==> config.mk <==
export PLATFORM = sky130hd
export DESIGN_NAME = http_chunked_body_decoder
export DESIGN_NICKNAME = d
export VERILOG_FILES = /design/src/hcbd_pkg.sv /design/src/http_chunked_body_decoder.sv /design/src/hcbd_queue.sv /design/src/hcbd_front.sv /design/src/hcbd_back.sv
export SDC_FILE = /design/constraint.sdc
export NUM_CORES = 1
export LEC_CHECK = 0
export ABC_CLOCK_PERIOD_IN_PS = 5500
export BUFFER_PORTS_ARGS = -buffer_cell sky130_fd_sc_hd__buf_2
export CORE_MARGIN = 4
export CORE_UTILIZATION = 61
export DETAILED_ROUTE_END_ITERATION = 8
export PLACE_DENSITY = 0.8
export SETUP_SLACK_MARGIN = 0.4
export SLEW_MARGIN = 20
export SYNTH_ARGS = -nofsm -noshare
export SYNTH_HDL_FRONTEND = slang
export SYNTH_SLANG_ARGS = --single-unit
==> constraint.sdc <==
create_clock -name i_clk -period 5.5 [get_ports i_clk]
set_clock_uncertainty 0.1 [all_clocks]
set_input_delay 1.1 -clock i_clk [delete_from_list [all_inputs] [get_ports i_clk]]
set_output_delay 1.1 -clock i_clk [all_outputs]
set_load 0.01 [all_outputs]
==> src/hcbd_pkg.sv <==
package hcbd_pkg;

    localparam int COUNT_BITS  = 32;
    localparam int QUEUE_DEPTH = 2;
    localparam int CFG_IDX_W   = 1;
    localparam int CFG_DATA_W  = 32;

    localparam logic [CFG_IDX_W-1:0] CFG_LEN_CAP     = 1'b0;
    localparam logic [CFG_IDX_W-1:0] CFG_STREAM_MODE = 1'b1;

    localparam logic [31:0] LEN_CAP_RST = 32'd1048576;

    localparam logic [7:0] CHAR_CR = 8'h0d;
    localparam logic [7:0] CHAR_LF = 8'h0a;

    localparam logic [1:0] SKIP_BYTES = 2'd2;

    typedef struct packed {
        logic [7:0] byte_in;
        logic       start_body;
    } t_in_item;

    typedef struct packed {
        logic [7:0]  data_out;
        logic        data_valid;
        logic        body_done;
        logic        truncated;
        logic        size_error;
        logic [31:0] body_length;
    } t_out_item;

    // classified byte handed from front to back
    typedef struct packed {
        logic [7:0] byte_in;
        logic       start_body;
        logic       is_hex;
        logic [3:0] hex_val;
        logic       is_cr;
        logic       is_lf;
    } t_cls_item;

    typedef enum logic [1:0] {
        PH_SIZE,
        PH_DATA,
        PH_SKIP,
        PH_DONE
    } t_phase;

endpackage

==> src/http_chunked_body_decoder.sv <==
// Chunked HTTP/1.1 body decoder, one raw body byte per item.
// Input channel: drive i_item and raise push; the item is taken at a clock
// edge where push is high and full is low. Set start_body on the first byte
// of each body to clear the parser state.
// Result channel: one result item per input item, in order. It is shown on
// o_result while empty is low and is taken at an edge where pop is high.
// Configuration: i_cfg_we writes i_cfg_data into register i_cfg_idx
// (0 = buffered length limit, 1 = stream mode); write only while idle.
// Path: an item is registered in the classify queue, parsed combinationally
// by the back end and registered again in the result queue before it is shown.
// Throughput: one item per cycle while results are popped, set by the parser step
// in the back end; a non-full queue moves an item in and out in the same cycle.
// Receiver stall: the result queue fills, the back end holds, the classify
// queue fills and full rises; nothing is dropped.
// Reset (synchronous, active low) empties both queues, clears the parser and
// restores the length limit to 1048576 and stream mode to 0.
module http_chunked_body_decoder #(
    parameter int COUNT_BITS  = hcbd_pkg::COUNT_BITS,
    parameter int QUEUE_DEPTH = hcbd_pkg::QUEUE_DEPTH
) (
    input  logic                             i_clk,
    input  logic                             i_rst_n,
    input  logic                             push,
    output logic                             full,
    input  hcbd_pkg::t_in_item               i_item,
    output logic                             empty,
    input  logic                             pop,
    output hcbd_pkg::t_out_item              o_result,
    input  logic                             i_cfg_we,
    input  logic [hcbd_pkg::CFG_IDX_W-1:0]   i_cfg_idx,
    input  logic [hcbd_pkg::CFG_DATA_W-1:0]  i_cfg_data
);

    localparam int CLS_W = $bits(hcbd_pkg::t_cls_item);
    localparam int RES_W = $bits(hcbd_pkg::t_out_item);

    hcbd_pkg::t_cls_item cls_in;
    hcbd_pkg::t_cls_item cls_out;
    hcbd_pkg::t_out_item res;

    logic [CLS_W-1:0] cls_q;
    logic [RES_W-1:0] res_q;
    logic             cls_empty;
    logic             res_full;
    logic             fire;

    hcbd_front u_front (
        .i_item (i_item),
        .o_cls  (cls_in)
    );

    hcbd_queue #(
        .WIDTH (CLS_W),
        .DEPTH (QUEUE_DEPTH)
    ) u_cls_queue (
        .i_clk   (i_clk),
        .i_rst_n (i_rst_n),
        .i_push  (push),
        .i_data  (cls_in),
        .o_full  (full),
        .i_pop   (fire),
        .o_data  (cls_q),
        .o_empty (cls_empty)
    );

    assign cls_out = cls_q;
    assign fire    = !cls_empty && !res_full;

    hcbd_back #(
        .COUNT_BITS (COUNT_BITS)
    ) u_back (
        .i_clk      (i_clk),
        .i_rst_n    (i_rst_n),
        .i_fire     (fire),
        .i_cls      (cls_out),
        .o_res      (res),
        .i_cfg_we   (i_cfg_we),
        .i_cfg_idx  (i_cfg_idx),
        .i_cfg_data (i_cfg_data)
    );

    hcbd_queue #(
        .WIDTH (RES_W),
        .DEPTH (QUEUE_DEPTH)
    ) u_res_queue (
        .i_clk   (i_clk),
        .i_rst_n (i_rst_n),
        .i_push  (fire),
        .i_data  (res),
        .o_full  (res_full),
        .i_pop   (pop),
        .o_data  (res_q),
        .o_empty (empty)
    );

    assign o_result = res_q;

endmodule

==> src/hcbd_queue.sv <==
module hcbd_queue #(
    parameter int WIDTH = 8,
    parameter int DEPTH = hcbd_pkg::QUEUE_DEPTH
) (
    input  logic             i_clk,
    input  logic             i_rst_n,
    input  logic             i_push,
    input  logic [WIDTH-1:0] i_data,
    output logic             o_full,
    input  logic             i_pop,
    output logic [WIDTH-1:0] o_data,
    output logic             o_empty
);

    localparam int PTR_W = (DEPTH > 1) ? $clog2(DEPTH) : 1;
    localparam int CNT_W = $clog2(DEPTH + 1);

    localparam logic [PTR_W-1:0] LAST_PTR = PTR_W'(DEPTH - 1);
    localparam logic [CNT_W-1:0] FULL_CNT = CNT_W'(DEPTH);

    logic [WIDTH-1:0] r_mem [DEPTH];
    logic [PTR_W-1:0] r_wr_ptr, n_wr_ptr;
    logic [PTR_W-1:0] r_rd_ptr, n_rd_ptr;
    logic [CNT_W-1:0] r_count, n_count;

    logic do_push;
    logic do_pop;

    assign o_full  = (r_count == FULL_CNT);
    assign o_empty = (r_count == '0);
    assign do_push = i_push && !o_full;
    assign do_pop  = i_pop && !o_empty;
    assign o_data  = r_mem[r_rd_ptr];

    always_comb begin
        n_wr_ptr = r_wr_ptr;
        n_rd_ptr = r_rd_ptr;
        n_count  = r_count;
        if (do_push) begin
            n_wr_ptr = (r_wr_ptr == LAST_PTR) ? '0 : r_wr_ptr + 1'b1;
        end
        if (do_pop) begin
            n_rd_ptr = (r_rd_ptr == LAST_PTR) ? '0 : r_rd_ptr + 1'b1;
        end
        if (do_push && !do_pop) begin
            n_count = r_count + 1'b1;
        end else if (do_pop && !do_push) begin
            n_count = r_count - 1'b1;
        end
    end

    always_ff @(posedge i_clk) begin
        if (!i_rst_n) begin
            r_wr_ptr <= '0;
            r_rd_ptr <= '0;
            r_count  <= '0;
        end else begin
            r_wr_ptr <= n_wr_ptr;
            r_rd_ptr <= n_rd_ptr;
            r_count  <= n_count;
        end
    end

    always_ff @(posedge i_clk) begin
        if (do_push) begin
            r_mem[r_wr_ptr] <= i_data;
        end
    end

endmodule

==> src/hcbd_front.sv <==
module hcbd_front (
    input  hcbd_pkg::t_in_item  i_item,
    output hcbd_pkg::t_cls_item o_cls
);

    logic [7:0] b;
    logic       is_dec;
    logic       is_lower;
    logic       is_upper;
    logic [7:0] val;

    assign b        = i_item.byte_in;
    assign is_dec   = (b >= 8'h30) && (b <= 8'h39);
    assign is_lower = (b >= 8'h61) && (b <= 8'h66);
    assign is_upper = (b >= 8'h41) && (b <= 8'h46);

    always_comb begin
        val = 8'h00;
        if (is_dec) begin
            val = b - 8'h30;
        end else if (is_lower) begin
            val = b - 8'h57;
        end else if (is_upper) begin
            val = b - 8'h37;
        end
    end

    always_comb begin
        o_cls.byte_in    = b;
        o_cls.start_body = i_item.start_body;
        o_cls.is_hex     = is_dec || is_lower || is_upper;
        o_cls.hex_val    = val[3:0];
        o_cls.is_cr      = (b == hcbd_pkg::CHAR_CR);
        o_cls.is_lf      = (b == hcbd_pkg::CHAR_LF);
    end

endmodule

==> src/hcbd_back.sv <==
module hcbd_back #(
    parameter int COUNT_BITS = hcbd_pkg::COUNT_BITS
) (
    input  logic                                i_clk,
    input  logic                                i_rst_n,
    input  logic                                i_fire,
    input  hcbd_pkg::t_cls_item                 i_cls,
    output hcbd_pkg::t_out_item                 o_res,
    input  logic                                i_cfg_we,
    input  logic [hcbd_pkg::CFG_IDX_W-1:0]      i_cfg_idx,
    input  logic [hcbd_pkg::CFG_DATA_W-1:0]     i_cfg_data
);

    logic [31:0] r_len_cap;
    logic        r_stream_mode;

    hcbd_pkg::t_phase      r_phase, n_phase, c_phase;
    logic [COUNT_BITS-1:0] r_chunk_left, n_chunk_left, c_chunk_left;
    logic [1:0]            r_skip, n_skip, c_skip;
    logic [31:0]           r_body_count, n_body_count, c_body_count;
    logic [COUNT_BITS-1:0] r_partial, n_partial, c_partial;
    logic                  r_prev_cr, n_prev_cr, c_prev_cr;
    logic                  r_past, n_past, c_past;

    logic                  crlf_end;
    logic                  size_ovf;
    logic                  limit_hit;
    logic [COUNT_BITS-1:0] chunk_dec;
    logic [1:0]            skip_dec;

    // start_body clears the body state before the byte is handled
    always_comb begin
        if (i_cls.start_body) begin
            c_phase      = hcbd_pkg::PH_SIZE;
            c_chunk_left = '0;
            c_skip       = '0;
            c_body_count = '0;
            c_partial    = '0;
            c_prev_cr    = 1'b0;
            c_past       = 1'b0;
        end else begin
            c_phase      = r_phase;
            c_chunk_left = r_chunk_left;
            c_skip       = r_skip;
            c_body_count = r_body_count;
            c_partial    = r_partial;
            c_prev_cr    = r_prev_cr;
            c_past       = r_past;
        end
    end

    assign crlf_end  = i_cls.is_lf && c_prev_cr;
    assign size_ovf  = |c_partial[COUNT_BITS-1:COUNT_BITS-4];
    assign limit_hit = !r_stream_mode && (c_body_count >= r_len_cap);
    assign chunk_dec = c_chunk_left - 1'b1;
    assign skip_dec  = c_skip - 1'b1;

    always_comb begin
        n_phase      = c_phase;
        n_chunk_left = c_chunk_left;
        n_skip       = c_skip;
        n_body_count = c_body_count;
        n_partial    = c_partial;
        n_prev_cr    = c_prev_cr;
        n_past       = c_past;
        case (c_phase)
            hcbd_pkg::PH_SIZE: begin
                if (crlf_end) begin
                    if (c_partial == '0) begin
                        n_phase = hcbd_pkg::PH_DONE;
                    end else begin
                        n_chunk_left = c_partial;
                        n_phase      = hcbd_pkg::PH_DATA;
                    end
                    n_partial = '0;
                    n_prev_cr = 1'b0;
                    n_past    = 1'b0;
                end else begin
                    n_prev_cr = i_cls.is_cr;
                    if (!i_cls.is_hex) begin
                        n_past = 1'b1;
                    end else if (!c_past) begin
                        if (size_ovf) begin
                            n_phase = hcbd_pkg::PH_DONE;
                        end else begin
                            n_partial = {c_partial[COUNT_BITS-5:0], i_cls.hex_val};
                        end
                    end
                end
            end
            hcbd_pkg::PH_DATA: begin
                if (limit_hit) begin
                    n_phase = hcbd_pkg::PH_DONE;
                end else begin
                    n_body_count = c_body_count + 1'b1;
                    n_chunk_left = chunk_dec;
                    if (chunk_dec == '0) begin
                        n_skip  = hcbd_pkg::SKIP_BYTES;
                        n_phase = hcbd_pkg::PH_SKIP;
                    end
                end
            end
            hcbd_pkg::PH_SKIP: begin
                n_skip = skip_dec;
                if (skip_dec == '0) begin
                    n_phase   = hcbd_pkg::PH_SIZE;
                    n_partial = '0;
                    n_prev_cr = 1'b0;
                    n_past    = 1'b0;
                end
            end
            default: begin
                n_phase = hcbd_pkg::PH_DONE;
            end
        endcase
    end

    always_comb begin
        o_res             = '0;
        o_res.body_length = n_body_count;
        case (c_phase)
            hcbd_pkg::PH_SIZE: begin
                if (crlf_end) begin
                    o_res.body_done = (c_partial == '0);
                end else if (i_cls.is_hex && !c_past && size_ovf) begin
                    o_res.body_done  = 1'b1;
                    o_res.size_error = 1'b1;
                end
            end
            hcbd_pkg::PH_DATA: begin
                if (limit_hit) begin
                    o_res.body_done = 1'b1;
                    o_res.truncated = 1'b1;
                end else begin
                    o_res.data_out   = i_cls.byte_in;
                    o_res.data_valid = 1'b1;
                end
            end
            default: begin
                o_res.body_done = 1'b0;
            end
        endcase
    end

    always_ff @(posedge i_clk) begin
        if (!i_rst_n) begin
            r_phase      <= hcbd_pkg::PH_SIZE;
            r_chunk_left <= '0;
            r_skip       <= '0;
            r_body_count <= '0;
            r_partial    <= '0;
            r_prev_cr    <= 1'b0;
            r_past       <= 1'b0;
        end else if (i_fire) begin
            r_phase      <= n_phase;
            r_chunk_left <= n_chunk_left;
            r_skip       <= n_skip;
            r_body_count <= n_body_count;
            r_partial    <= n_partial;
            r_prev_cr    <= n_prev_cr;
            r_past       <= n_past;
        end
    end

    always_ff @(posedge i_clk) begin
        if (!i_rst_n) begin
            r_len_cap     <= hcbd_pkg::LEN_CAP_RST;
            r_stream_mode <= 1'b0;
        end else if (i_cfg_we) begin
            case (i_cfg_idx)
                hcbd_pkg::CFG_LEN_CAP:     r_len_cap     <= i_cfg_data[31:0];
                hcbd_pkg::CFG_STREAM_MODE: r_stream_mode <= i_cfg_data[0];
                default: begin
                    r_stream_mode <= r_stream_mode;
                end
            endcase
        end
    end

endmodule

==> impl_summary.md <==
Clock network
The number of clock sinks is 265. Post-CTS repair changed the size of 0 cells. The clock passes through at most 3 buffers. The number of H-tree levels is 1. The clock slew at the register clock pins of the worst setup and hold paths is 0.07 ns. Once the clock tree was built, the setup fixing pass inserted 0 buffers. For this design, the CTS-stage hold fixing added 0 buffers. TritonCTS built the clock tree. The later pin in the worst-skew pair is clocked with a latency of 0.56 ns. The number of clock buffers inserted by TritonCTS is 28. The root cell of the clock tree is clkbuf_16.

Synthesis
The part of the Yosys area used for sequential elements is 47.0%. Synthesis produced 1466 cells. The share of async-settable or async-resettable flops after synthesis is 0%. After Yosys synthesis, and, or, nand and nor cells account for 20.1% of the synthesized area. The count of distinct cell types in the synthesized netlist is 83. The portion of synthesized area spent on multiplexers is 5.18%. The fraction of synthesized cell area taken by the top area cell type is 26.0%. The post-synthesis average cell area is 9.44 sq um. The area of the mapped netlist is 13800 sq um. After synthesis, the cell types taking the most area are edfxtp_1 26%, dfxtp_1 21%, nand2_1 5.3%. The synthesized-area fraction occupied by ao, oa, aoi and oai cells is 16.3%.

The adder-cell share of the synthesized area is 4.16%. The number of storage elements in the synthesis netlist is 265. The xor and xnor fraction of the mapped netlist area is 2.53%. For this run, the number of Yosys warnings is 0. When the netlist entered floorplanning its net count stood at 1559. Yosys mapped a number of flops with a built-in enable equal to 120. The dominant register cell in the synthesized netlist is dfxtp_1. By instance count, the leading cell after synthesis is nand2_1.

The commonest cells after synthesis are 197 x nand2_1, 145 x dfxtp_1, 120 x edfxtp_1. Summed over all instances, the cell type with the most area after synthesis is edfxtp_1. The main combinational cell family by area after synthesis is simple AND/OR/NAND/NOR gates.

Cells and area
Cells fill 69.9% of the core in the end. The final net count is 1610. Cells with a size suffix above 1 make up 16.1% of the layout. The number of fill cells is 1624.

Leaving out filler cells and counting taps, the final layout contains 1819. The multi-input gate area in the final layout is 6720 sq um. In the final layout, flip-flops and latches occupy 6510 sq um.

The repair_antennas step left the layout with diodes totalling 0. The post-synthesis to final-layout area growth is 11.5%.

Critical path
The data arrival time of the critical path is 4.59 ns. The worst setup path is of the reg2reg kind. At the worst endpoint, the required time is 5.63 ns.

The critical path launch point type is a flip-flop. Along the worst path, the maximum fanout reaches 24. The worst setup path is captured at a flip-flop.

Worst hold path
The classification of the worst-slack hold path is reg2reg.

Die
The total area inside the core boundary comes to 22100 sq um. 93 I/O pins were placed. After floorplanning, the core was divided into 54 placement rows. The die is 159 um wide. The floorplan step defined a die boundary enclosing 25200 sq um. The effective utilization at floorplan is 62.7%. The die height is 159 um.

STA
The total count of hold-check failures in the final report is 0. Static timing analysis puts the maximum clock frequency at 225 MHz. Headroom to the max-slew limit came out at 35.0%. Setup repair after global routing left no endpoint under its margin.

The setup TNS after final layout is 0 ns. The post-layout minimum cycle time is 4.45 ns. The number of max-slew violations in the final report is 0. Setup violations remaining at the end of the flow were counted as 0. At the pin with the least slew margin, the transition time is 0.971 ns. The final period utilization is 80.9%.

Drt
After detailed routing, the number of remaining DRC violations is 0. The number of routed nets with antenna violations is 0. The number of DRC markers after the initial detailed-route iteration is 1436. The detailed-route via count is 12000. Before antenna repair, the detailed router went through 5 iterations. The via-per-instance ratio is 6.60.

The routed length per instance is 21.1 um. For this block, the routed nets add up to 38.3 mm of wire.

Run status
The run finished with clean final reports.

Place
Including well taps, the total number of placed cells is 1767. Routability-driven placement finished with a final weighted congestion of 0.978. Input and output buffers added on the ports amount to 92. The post-detailed-placement half-perimeter wirelength is 26.2 mm.

Global route
The pin count of the biggest net entering global routing is 67. Global routing used 30.3% of the available tracks. The via count of the first global-routing pass is 11400.

The global-route congestion overflow total is 0. The first global-routing pass estimated 61.2 mm of wire. The initial antenna violation count is 1.

Power and ir drop
The cell leakage power is 5.92 nW. Across the VDD grid, the largest voltage drop is 0.515 mV. Power spread over the standard cell area amounts to 502 nW/um^2.

Job
The tool flagged a number of max-cap violations equal to 0.
## cell families (layout without fill, tap and decap cells)
| group | after synthesis | after routing |
|---|---|---|
| AND/OR/NAND/NOR | 560 | 560 |
| XOR/XNOR | 40 | 40 |
| buffers and inverters | 162 | 235 |
| AO/OA/AOI/OAI | 329 | 329 |
| flip-flops | 265 | 265 |
| adder cells (fa/ha/maj) | 46 | 46 |
| multiplexers | 64 | 64 |
## cells in the final DEF, fill, tap and decap left out, drive strengths merged, types with 13 or more instances in the layout
cell and n:
a31oi 24, nand2 197, ha 46, and3 13
xor2 15, a21oi 64, nand3 54, or4 20
xnor2 25, o21ai 69, buf 116, mux2 51
nand4 32, nor3 24, o2bb2ai 14, nor2 105
edfxtp 120, clkbuf 36, a22oi 41, dfxtp 145
nor4 27, a22o 20, and2 24, or3 25
mux2i 13, inv 70
## final timing paths
check / start / to / slack (ns) / cells after the start
worst max register to register: flip-flop / u_res_queue.r_mem[1][27] / 1.05 / 7
worst min register to register: u_back.r_len_cap[24] / u_back.r_len_cap[24] / 0.36 / 2
worst max-delay path: flip-flop / u_res_queue.r_mem[1][27] / 1.05 / 7
worst min-delay path: u_back.r_len_cap[24] / u_back.r_len_cap[24] / 0.36 / 2
## flip-flops by register name, summed over array words and instances, names as in the netlist, 2 cells and up, named ones only
signal and cells:
u_back.r_skip 2, u_back.r_chunk_left 32, u_back.r_len_cap 32, u_back.r_partial 32, u_res_queue.r_count 2, u_cls_queue.r_mem 32, u_back.r_body_count 32, u_cls_queue.r_count 2
u_back.r_phase 2, u_res_queue.r_mem 88
## metal layers
layer / wire length [um] / GRT usage, %
met1: 15800 / 43.2
met2: 17300 / 47.3
met3: 4280 / 6.36
met4: 919 / 7.80
met5: 13 / 0
## report_power, final
part / total (mW) / switching, mW / leakage (nW) / internal, mW
Combinational: 3.00 / 1.90 / 3.14 / 1.10
Clock: 1.98 / 0.799 / 0.461 / 1.18
Sequential: 2.76 / 0.244 / 2.32 / 2.52
## area by class of cell
class | instances | area share (%)
Clock buffer | 36 | 5.00
Clock inverter | 16 | 1.26
Inverter | 67 | 1.63
Multi-Input combinational cell | 1039 | 43.5
Sequential cell | 265 | 42.1
Tap cell | 280 | 2.27
Timing Repair Buffer | 116 | 4.15
## critical path, stage by stage (launching register included)
cell and delay (ns):
dfxtp_1 0.39, mux2i_4 0.65, buf_4 0.27, nand4_1 0.35
nor3_1 0.85, and3_1 0.42, nand4_1 0.24, o41ai_1 0.86
## through the flow
stage,worst slack (ns),hold slack [ns],total power [mW],area (sq um)
2_1_floorplan,0.987,0.326,4.83,13800
3_3_place_gp,1.27,0.333,5.66,14500
3_5_place_dp,1.20,0.347,5.72,14500
4_1_cts,1.15,0.358,7.70,15400
5_1_grt,0.615,0.374,8.15,15400
6_report,1.05,0.356,7.75,15400
(Power assumes the default switching activity.)
